## config.mk

```make
export PLATFORM = sky130hd
export DESIGN_NAME = page_frame_bitmap_allocator_unit_flat
export DESIGN_NICKNAME = d
export VERILOG_FILES = /design/src/pfba_pkg.sv /design/src/pfba_channels.sv /design/src/pfba_ram.sv /design/src/pfba_engine.sv /design/src/page_frame_bitmap_allocator_unit.sv /design/src/flat_wrapper.sv
export VERILOG_INCLUDE_DIRS = /design/src /design/src/src
export SDC_FILE = /design/constraint.sdc
export NUM_CORES = 2
export LEC_CHECK = 0
export BUFFER_PORTS_ARGS = -buffer_cell sky130_fd_sc_hd__buf_2
export CORE_MARGIN = 2
export CORE_UTILIZATION = 55
export DETAILED_ROUTE_END_ITERATION = 6
export HOLD_SLACK_MARGIN = 0.05
export PLACE_DENSITY_LB_ADDON = 0.1
export SLEW_MARGIN = 40
export SYNTH_ARGS = -nofsm -noshare
export SYNTH_HDL_FRONTEND = slang
export SYNTH_HIERARCHICAL = 1
export SYNTH_SLANG_ARGS = --single-unit
```

## constraint.sdc

```tcl
create_clock -name clock -period 12.84 [get_ports clock]
set_input_delay 0 -clock clock [delete_from_list [all_inputs] [get_ports clock]]
set_output_delay 0 -clock clock [all_outputs]
set_load 0.05 [all_outputs]
```

## src/page_frame_bitmap_allocator_unit_defines.svh

```systemverilog
// Assertion macros for the page frame bitmap allocator.
`ifndef PAGE_FRAME_BITMAP_ALLOCATOR_UNIT_DEFINES_SVH
`define PAGE_FRAME_BITMAP_ALLOCATOR_UNIT_DEFINES_SVH

// same-cycle implication
`define PFBA_ASSERT_IMP(label, clk, rst, ante, cons, msg) \
   label: assert property (@(posedge clk) disable iff (rst) (ante) |-> (cons)) \
      else $error(msg);

// next-cycle implication
`define PFBA_ASSERT_NEXT(label, clk, rst, ante, cons, msg) \
   label: assert property (@(posedge clk) disable iff (rst) (ante) |=> (cons)) \
      else $error(msg);

`endif

```

## src/pfba_pkg.sv

```systemverilog
// Types, constants and helper functions of the page frame bitmap allocator.
`timescale 1ns / 1ps
`default_nettype none
package pfba_pkg;

   localparam int DIRECTORY_ENTRIES = 4;
   localparam int FRAMES_PER_TABLE  = 1024;
   localparam int RESERVED_TOP      = 32'h201;
   localparam int MAP_WORDS         = 64;
   localparam int WORD_BITS         = 64;
   localparam int MAP_BITS          = MAP_WORDS * WORD_BITS;
   localparam int FRAME_COUNT       = (DIRECTORY_ENTRIES * FRAMES_PER_TABLE > MAP_BITS) ?
                                      MAP_BITS : DIRECTORY_ENTRIES * FRAMES_PER_TABLE;
   localparam int ADDR_W            = $clog2(MAP_WORDS);
   localparam int BIT_W             = $clog2(WORD_BITS);
   localparam int FRAME_W           = 12;
   localparam int STATUS_W          = 2;

   typedef logic [FRAME_W-1:0]   frame_type;
   typedef logic [WORD_BITS-1:0] word_type;
   typedef logic [ADDR_W-1:0]    addr_type;
   typedef logic [BIT_W-1:0]     bit_idx_type;

   typedef enum logic [0:0] {
      OP_ALLOC = 1'b0,
      OP_FREE  = 1'b1
   } op_type;

   typedef enum logic [STATUS_W-1:0] {
      STATUS_OK        = 2'd0,
      STATUS_EXHAUSTED = 2'd1,
      STATUS_RANGE     = 2'd2
   } status_type;

   typedef enum logic [1:0] {
      ST_IDLE,
      ST_SCAN,
      ST_FREE,
      ST_RESP
   } state_type;

   typedef struct packed {
      logic     rd_en;
      addr_type rd_addr;
      logic     wr_en;
      addr_type wr_addr;
      word_type wr_data;
   } mem_req_type;

   typedef struct packed {
      logic       valid;
      frame_type  frame_out;
      status_type status;
   } res_type;

   // Contents of a map word right after reset: low frames of table 0 are reserved.
   function automatic word_type reset_word(addr_type w);
      word_type v;
      int       f;
      v = '0;
      for (int b = 0; b < WORD_BITS; b++) begin
         f    = int'(w) * WORD_BITS + b;
         v[b] = (f < FRAME_COUNT) && (f < FRAMES_PER_TABLE) &&
                (f <= RESERVED_TOP + DIRECTORY_ENTRIES);
      end
      return v;
   endfunction

   // Bits of a word that name real frames.
   function automatic word_type live_mask(addr_type w);
      word_type v;
      int       f;
      v = '0;
      for (int b = 0; b < WORD_BITS; b++) begin
         f    = int'(w) * WORD_BITS + b;
         v[b] = (f < FRAME_COUNT);
      end
      return v;
   endfunction

   // Isolate the lowest set bit.
   function automatic word_type lowest_one(word_type x);
      return x & (~x + word_type'(1));
   endfunction

   function automatic bit_idx_type encode_onehot(word_type oh);
      bit_idx_type idx;
      idx = '0;
      for (int b = 0; b < WORD_BITS; b++) begin
         idx = idx | (oh[b] ? BIT_W'(b) : '0);
      end
      return idx;
   endfunction

endpackage
`default_nettype wire

```

## src/pfba_channels.sv

```systemverilog
// Request and response channel interfaces of the page frame bitmap allocator.
`timescale 1ns / 1ps
`default_nettype none
interface pfba_req_if;
   import pfba_pkg::*;
   logic      valid;
   logic      ready;
   logic      op;
   frame_type frame;

   modport source (output valid, output op, output frame, input ready);
   modport sink   (input valid, input op, input frame, output ready);
endinterface

interface pfba_rsp_if;
   import pfba_pkg::*;
   logic                valid;
   logic                ready;
   frame_type           frame_out;
   logic [STATUS_W-1:0] status;

   modport source (output valid, output frame_out, output status, input ready);
   modport sink   (input valid, input frame_out, input status, output ready);
endinterface
`default_nettype wire

```

## src/pfba_ram.sv

```systemverilog
// Generic single-clock RAM, one write port and one registered read port.
`timescale 1ns / 1ps
`default_nettype none
module pfba_ram #(
   parameter int WIDTH = 64,
   parameter int DEPTH = 64
) (
   input  wire logic                     clock,
   input  wire logic                     rd_en,
   input  wire logic [$clog2(DEPTH)-1:0] rd_addr,
   output      logic [WIDTH-1:0]         rd_data,
   input  wire logic                     wr_en,
   input  wire logic [$clog2(DEPTH)-1:0] wr_addr,
   input  wire logic [WIDTH-1:0]         wr_data
);

   logic [WIDTH-1:0] mem_ff [DEPTH];
   logic [WIDTH-1:0] rd_data_ff;

   always_ff @(posedge clock) begin
      if (wr_en) begin
         mem_ff[wr_addr] <= wr_data;
      end
      if (rd_en) begin
         rd_data_ff <= mem_ff[rd_addr];
      end
   end

   assign rd_data = rd_data_ff;

endmodule
`default_nettype wire

```

## src/pfba_engine.sv

```systemverilog
// Allocate/free sequencer: scans the used map word by word and writes back.
`timescale 1ns / 1ps
`default_nettype none
module pfba_engine (
   input  wire logic                 clock,
   input  wire logic                 reset,
   input  wire logic                 req_valid,
   input  wire logic                 req_op,
   input  wire pfba_pkg::frame_type  req_frame,
   output      logic                 req_ready,
   input  wire logic                 res_ready,
   output      pfba_pkg::res_type    res,
   output      pfba_pkg::mem_req_type mem,
   input  wire pfba_pkg::word_type   rd_data
);
   import pfba_pkg::*;

   state_type            state_ff, state_in;
   addr_type             addr_ff, addr_in;
   bit_idx_type          bit_ff, bit_in;
   frame_type            frame_out_ff, frame_out_in;
   status_type           status_ff, status_in;
   logic [MAP_WORDS-1:0] init_ff, init_in;

   logic        accept;
   logic        out_of_range;
   logic        last_word;
   word_type    eff_word;
   word_type    free_bits;
   word_type    pick;
   logic        found;
   bit_idx_type pick_idx;

   assign accept       = req_valid && (state_ff == ST_IDLE);
   assign out_of_range = ({1'b0, req_frame} >= (FRAME_W + 1)'(FRAME_COUNT));
   assign last_word    = (addr_ff == addr_type'(MAP_WORDS - 1));

   // A word never written still holds its reset contents.
   assign eff_word  = init_ff[addr_ff] ? rd_data : reset_word(addr_ff);
   assign free_bits = ~eff_word & live_mask(addr_ff);
   assign found     = |free_bits;
   assign pick      = lowest_one(free_bits);
   assign pick_idx  = encode_onehot(pick);

   // next state
   always_comb begin
      state_in = state_ff;
      case (state_ff)
         ST_IDLE: begin
            if (req_valid) begin
               if (req_op == OP_FREE) begin
                  state_in = out_of_range ? ST_RESP : ST_FREE;
               end else begin
                  state_in = ST_SCAN;
               end
            end
         end
         ST_SCAN: begin
            if (found || last_word) begin
               state_in = ST_RESP;
            end
         end
         ST_FREE: state_in = ST_RESP;
         ST_RESP: begin
            if (res_ready) begin
               state_in = ST_IDLE;
            end
         end
         default: state_in = ST_IDLE;
      endcase
   end

   // outputs and datapath
   always_comb begin
      mem          = '0;
      addr_in      = addr_ff;
      bit_in       = bit_ff;
      frame_out_in = frame_out_ff;
      status_in    = status_ff;
      init_in      = init_ff;
      case (state_ff)
         ST_IDLE: begin
            if (accept) begin
               frame_out_in = '0;
               status_in    = STATUS_OK;
               bit_in       = req_frame[BIT_W-1:0];
               if (req_op == OP_FREE) begin
                  if (out_of_range) begin
                     status_in = STATUS_RANGE;
                  end else begin
                     mem.rd_en   = 1'b1;
                     mem.rd_addr = req_frame[FRAME_W-1:BIT_W];
                     addr_in     = req_frame[FRAME_W-1:BIT_W];
                  end
               end else begin
                  mem.rd_en   = 1'b1;
                  mem.rd_addr = '0;
                  addr_in     = '0;
               end
            end
         end
         ST_SCAN: begin
            if (found) begin
               mem.wr_en         = 1'b1;
               mem.wr_addr       = addr_ff;
               mem.wr_data       = eff_word | pick;
               init_in[addr_ff]  = 1'b1;
               frame_out_in      = {addr_ff, pick_idx};
               status_in         = STATUS_OK;
            end else if (last_word) begin
               frame_out_in = '0;
               status_in    = STATUS_EXHAUSTED;
            end else begin
               mem.rd_en   = 1'b1;
               mem.rd_addr = addr_ff + addr_type'(1);
               addr_in     = addr_ff + addr_type'(1);
            end
         end
         ST_FREE: begin
            mem.wr_en        = 1'b1;
            mem.wr_addr      = addr_ff;
            mem.wr_data      = eff_word & ~(word_type'(1) << bit_ff);
            init_in[addr_ff] = 1'b1;
         end
         default: begin
         end
      endcase
   end

   always_ff @(posedge clock) begin
      if (reset) begin
         state_ff <= ST_IDLE;
         init_ff  <= '0;
      end else begin
         state_ff <= state_in;
         init_ff  <= init_in;
      end
   end

   always_ff @(posedge clock) begin
      addr_ff      <= addr_in;
      bit_ff       <= bit_in;
      frame_out_ff <= frame_out_in;
      status_ff    <= status_in;
   end

   assign req_ready     = (state_ff == ST_IDLE);
   assign res.valid     = (state_ff == ST_RESP);
   assign res.frame_out = frame_out_ff;
   assign res.status    = status_ff;

endmodule
`default_nettype wire

```

## src/page_frame_bitmap_allocator_unit.sv

```systemverilog
// Top level of the page frame bitmap allocator: map RAM, sequencer, response register.
//
//   channel  dir  handshake         payload
//   req_ch   in   valid/ready       op, frame
//   rsp_ch   out  valid/ready       frame_out, status
//
// An allocate reads k map words (1..64) between accept and response,
// one word per cycle through the single read port of the map RAM.
// A free reads its map word and writes it back; an out-of-range free touches no map word.
// Reset is synchronous; per-word valid bits give the reserved low frames, so no clearing pass.
// A new request is taken once the previous one has moved into the response register,
// even while that beat waits on rsp_ch.ready.
`timescale 1ns / 1ps
`default_nettype none
`include "page_frame_bitmap_allocator_unit_defines.svh"
module page_frame_bitmap_allocator_unit (
   input wire logic clock,
   input wire logic reset,
   pfba_req_if.sink   req_ch,
   pfba_rsp_if.source rsp_ch
);
   import pfba_pkg::*;

   mem_req_type mem;
   word_type    rd_data;
   res_type     res;
   logic        res_ready;
   logic        req_ready;

   logic        rsp_valid_ff, rsp_valid_in;
   frame_type   rsp_frame_ff, rsp_frame_in;
   status_type  rsp_status_ff, rsp_status_in;

   pfba_ram #(
      .WIDTH (WORD_BITS),
      .DEPTH (MAP_WORDS)
   ) u_map (
      .clock   (clock),
      .rd_en   (mem.rd_en),
      .rd_addr (mem.rd_addr),
      .rd_data (rd_data),
      .wr_en   (mem.wr_en),
      .wr_addr (mem.wr_addr),
      .wr_data (mem.wr_data)
   );

   pfba_engine u_engine (
      .clock     (clock),
      .reset     (reset),
      .req_valid (req_ch.valid),
      .req_op    (req_ch.op),
      .req_frame (req_ch.frame),
      .req_ready (req_ready),
      .res_ready (res_ready),
      .res       (res),
      .mem       (mem),
      .rd_data   (rd_data)
   );

   assign req_ch.ready = req_ready;
   assign res_ready    = !rsp_valid_ff || rsp_ch.ready;

   always_comb begin
      rsp_valid_in  = rsp_valid_ff;
      rsp_frame_in  = rsp_frame_ff;
      rsp_status_in = rsp_status_ff;
      if (res.valid && res_ready) begin
         rsp_valid_in  = 1'b1;
         rsp_frame_in  = res.frame_out;
         rsp_status_in = res.status;
      end else if (rsp_ch.ready) begin
         rsp_valid_in = 1'b0;
      end
   end

   always_ff @(posedge clock) begin
      if (reset) begin
         rsp_valid_ff <= 1'b0;
      end else begin
         rsp_valid_ff <= rsp_valid_in;
      end
   end

   always_ff @(posedge clock) begin
      rsp_frame_ff  <= rsp_frame_in;
      rsp_status_ff <= rsp_status_in;
   end

   assign rsp_ch.valid     = rsp_valid_ff;
   assign rsp_ch.frame_out = rsp_frame_ff;
   assign rsp_ch.status    = rsp_status_ff;

   `PFBA_ASSERT_IMP(a_no_rw_collision, clock, reset, mem.rd_en && mem.wr_en, mem.rd_addr != mem.wr_addr, "map read and write hit the same word")
   `PFBA_ASSERT_IMP(a_zero_frame_on_error, clock, reset, rsp_ch.valid && (rsp_ch.status != STATUS_OK), rsp_ch.frame_out == '0, "nonzero frame on error status")
   `PFBA_ASSERT_IMP(a_ready_only_when_drained, clock, reset, req_ch.ready, !res.valid && !mem.wr_en, "request taken while previous one in flight")
   `PFBA_ASSERT_NEXT(a_result_reaches_port, clock, reset, res.valid && res_ready, rsp_ch.valid, "finished result did not reach response register")

endmodule
`default_nettype wire
```

## src/flat_wrapper.sv

```systemverilog
// flat-port wrapper written by rule: the top's interface ports become plain ports
module page_frame_bitmap_allocator_unit_flat import pfba_pkg::*;
  (clock, reset, req_ch_valid, req_ch_op, req_ch_frame, req_ch_ready, rsp_ch_valid, rsp_ch_frame_out, rsp_ch_status, rsp_ch_ready);
  pfba_req_if req_ch_i ();
  pfba_rsp_if rsp_ch_i ();
  input wire logic clock;
  input wire logic reset;
  input wire logic [$bits(req_ch_i.valid)-1:0] req_ch_valid;
  input wire logic [$bits(req_ch_i.op)-1:0] req_ch_op;
  input wire logic [$bits(req_ch_i.frame)-1:0] req_ch_frame;
  output wire logic [$bits(req_ch_i.ready)-1:0] req_ch_ready;
  output wire logic [$bits(rsp_ch_i.valid)-1:0] rsp_ch_valid;
  output wire logic [$bits(rsp_ch_i.frame_out)-1:0] rsp_ch_frame_out;
  output wire logic [$bits(rsp_ch_i.status)-1:0] rsp_ch_status;
  input wire logic [$bits(rsp_ch_i.ready)-1:0] rsp_ch_ready;
  assign req_ch_i.valid = req_ch_valid;
  assign req_ch_i.op = req_ch_op;
  assign req_ch_i.frame = req_ch_frame;
  assign req_ch_ready = req_ch_i.ready;
  assign rsp_ch_valid = rsp_ch_i.valid;
  assign rsp_ch_frame_out = rsp_ch_i.frame_out;
  assign rsp_ch_status = rsp_ch_i.status;
  assign rsp_ch_i.ready = rsp_ch_ready;
  page_frame_bitmap_allocator_unit u_core (.clock(clock), .reset(reset), .req_ch(req_ch_i), .rsp_ch(rsp_ch_i));
endmodule
```

==> impl_metrics.json <==
{
  "outcome": "complete, but fails checks",
  "violations": "DRC",
  "clock_latency_ns": 1.00,
  "synth.top_cell.area_share_pct": 76.3,
  "dp_hpwl_um": 290000,
  "synth_edf_count": 4199,
  "cp_data_arrival_time_ns": 8.66,
  "initial_core_util_pct": 55.2,
  "grt_max_degree": 131,
  "min_period_over_period_pct": 62.9,
  "powerDensity_nw_per_um2": 196,
  "ys_ff_latch": 4266,
  "utilization_pct": 62.5,
  "syn_to_final_growth_pct": 13.2,
  "rsz0062_at_grt": "false",
  "wirelength_um": 507000,
  "drive_above_1_share_pct": 25.4,
  "p_int_mw": 25.9,
  "final_cell_mix": "4,199 x edfxtp_1, 980 x mux4_2, 431 x clkbuf_16",
  "cts_max_level": 5,
  "critPathLaunchType": "flip-flop",
  "clock_sinks": 4266,
  "fin_skew_ns": 0.0742,
  "io_pins": 33,
  "clkSlewWorstSetupHoldPaths_ns": 0.06,
  "cts_setup_buffers": 0,
  "p_sw_mw": 10.7,
  "min_path_type": "in2reg",
  "netSwitchingFraction_pct": 29.3,
  "worst_pin_slew_ns": 0.981,
  "required_ns": 13.42,
  "layout.nets": 8235,
  "maxCapViolations": 0,
  "report.final.slew_viol_count": 0,
  "cts_buffers": 425,
  "core_area_um2": 299000,
  "cp_slowest_cell": "nor2_4",
  "synth.avg_cell_area_um2": 21.0,
  "critical_path_class": "reg2reg",
  "fp.dieH_um": 552,
  "grt_pass1_wl_um": 700000,
  "grt_util_all_layers_pct": 33.2,
  "synthFlopType": "edfxtp_1",
  "p_clk_share_pct": 33.4,
  "pwr-share-comb_pct": 19.3,
  "synth.distinct_cells": 93,
  "use_met2_pct": 49.7,
  "p_leak_nw": 55.9,
  "drt-initial-drc-count": 14300,
  "slew_headroom_pct": 33.6,
  "async_flop_share_pct": 0,
  "gp_congestion": 0.999,
  "drt_pass1_iterations": 7,
  "slowest_delay_ns": 0.83,
  "port_buffers": 32,
  "fin_area_um2": 187000,
  "path_cells": "buf_4, mux2_4, a221o_1, a221o_1, and3_4, o22ai_4, buf_4, o311ai_4, buf_4, a21oi_2, and2_1, nor2b_1, nand3_1, nor2_4, buf_4, buf_4",
  "synth_warnings": 6,
  "setup_viol": 0,
  "drc": 1,
  "clock.fmax_mhz": 124,
  "gr-max-usage-layer": "met2",
  "yosys-top-cells-area": "edfxtp_1 76%, mux4_2 13%, o22ai_1 1.4%",
  "drtAntennaViolNets": 0,
  "cts_tree": "done",
  "clockBufferDepth": 4,
  "synth-seq-area-share_pct": 77.1,
  "syn_nets": 7878,
  "syn_area_um2": 165000,
  "first_global_vias": 86000,
  "die_w_um": 552,
  "synth_cells": 7855,
  "via_count": 88300,
  "avgViaCountPerCell": 7.04,
  "finalPower_mw": 36.6,
  "yosys.area.top_type": "edfxtp_1",
  "placed_area_um2": 173000,
  "grt_util_met3_pct": 7.38,
  "endpoint_kind": "flip-flop",
  "tns_ns": 0,
  "root_buffer": "clkbuf_16",
  "pre_cts_ws_ns": 4.68,
  "gr-total-overflow": 0,
  "worst_slack_ns": 4.76,
  "worst-path-max-fanout": 39,
  "antenna_found_initial": 31,
  "final_common_cell": "edfxtp_1",
  "wire_per_inst_um": 40.4,
  "vdd_drop_max_v": 0.000147,
  "dieArea_um2": 305000,
  "hold_violations": 0,
  "p_seq_share_pct": 47.3,
  "crit_path_frequent_cell": "buf_4",
  "met1_usage_pct": 48.8,
  "row_count": 201,
  "min_period_ns": 8.08
}
area by class of cell:
cell class / instances / area, um^2
inverter: 73 / 274
sequential: 4266 / 127000
clock buffer: 535 / 11200
timing repair buffer: 413 / 4040
antenna: 12 / 30.0
clock inverter: 258 / 2470
multi-input combinational: 3033 / 36600
fill: 20400 / 112000
tap: 3958 / 4950
final timing paths:
check	from	to	slack, ns	depth (start not counted)
setup / recovery	u_core/u_engine/addr_ff[0]	u_core/u_map/mem_ff[59][20]	4.76	16
hold / removal	reset	u_core/u_engine/init_ff[1]	0.22	4
setup reg to reg	u_core/u_engine/addr_ff[0]	u_core/u_map/mem_ff[59][20]	4.76	16
hold reg to reg	u_core/u_engine/frame_out_ff[11]	u_core/rsp_ch.frame_out[11]	0.42	0
repair_timing:
| action | CTS | global route |
|---|---|---|
| endpoints found under the hold margin | 99 | 0 |
| hold buffers | 39 | 0 |
| resized for setup | 0 | 0 |
cell families (layout without fill, tap and decap cells):
family	count (synthesis)	count (layout)	share of synthesized area, %
other cells	1	13	0.00227
fa+ha+maj	6	6	0.0454
mux	1106	1106	14.1
simple gates	912	912	2.84
xor+xnor	4	4	0.0212
buf+inv	556	1279	1.63
flops	4266	4266	77.1
compound gates	1004	1004	4.20
stage by stage:
stage / instances / hold slack [ns]
2_1_floorplan: 7855 / 0.0624
3_5_place_dp: 11700 / 0.297
5_1_grt: 12500 / 0.235
4_1_cts: 12500 / 0.168
6_report: 12500 / 0.218
3_3_place_gp: 11700 / 0.300
power groups by stage:
stage | clock (mW) | combinational (mW) | sequential [mW]
2_1_floorplan | 0 | 3.83 | 17.6
3_3_place_gp | 0 | 6.69 | 17.6
3_5_place_dp | 0 | 6.88 | 17.6
4_1_cts | 12.3 | 6.91 | 17.3
5_1_grt | 12.9 | 7.32 | 17.3
6_report | 12.2 | 7.05 | 17.3
layer usage:
metal	part of all wire, %	wire length [um]
met3	11	58300
met4	4.0	20100
met1	39	198000
met2	45	231000
met5	0.028	140
worst max-delay path: cells and delay by family, from the launching register on:
family                 cells  cell delay [ns]
buffers and inverters      5             2.48
AND/OR/NAND/NOR            5             2.31
AO/OA/AOI/OAI              5             1.64
flip-flops                 1             0.73
multiplexers               1             0.32
flip-flops by register name (all words and copies together), names as in the netlist:
name and count:
u_core/u_map/mem_ff 4096, u_core/u_engine/init_ff 64, u_core/u_map/rd_data 64, u_core/rsp_ch.frame_out 12, u_core/u_engine/frame_out_ff 12, u_core/u_engine/addr_ff 6
u_core/u_engine/bit_ff 6, u_core/rsp_ch.status 2, u_core/u_engine/state_ff 2, u_core/rsp_ch.valid 1, u_core/u_engine/status_ff 1
Yosys cell counts (9+ instances only):
cell and count:
o211a_1 11, and2_1 23, o221ai_1 70, nor2b_1 102
mux2i_1 118, a211oi_1 132, nor4_1 68, o21ai_0 96
a21oi_1 79, nand3_1 74, or2_2 10, or3_1 10
mux4_2 980, a22oi_1 31, a31oi_1 40, nand4_1 52
or4_1 10, nor2_1 235, buf_2 136, inv_1 71
and4_1 9, nand2b_1 22, clkbuf_1 217, edfxtp_1 4199
and3_1 28, a221oi_1 23, buf_6 27, buf_1 43
o21ai_1 13, buf_4 60, o22ai_1 370, nand2_1 136
nor3_1 99, dfxtp_1 67, o22a_1 58
Power figures use the tool's default switching activity.
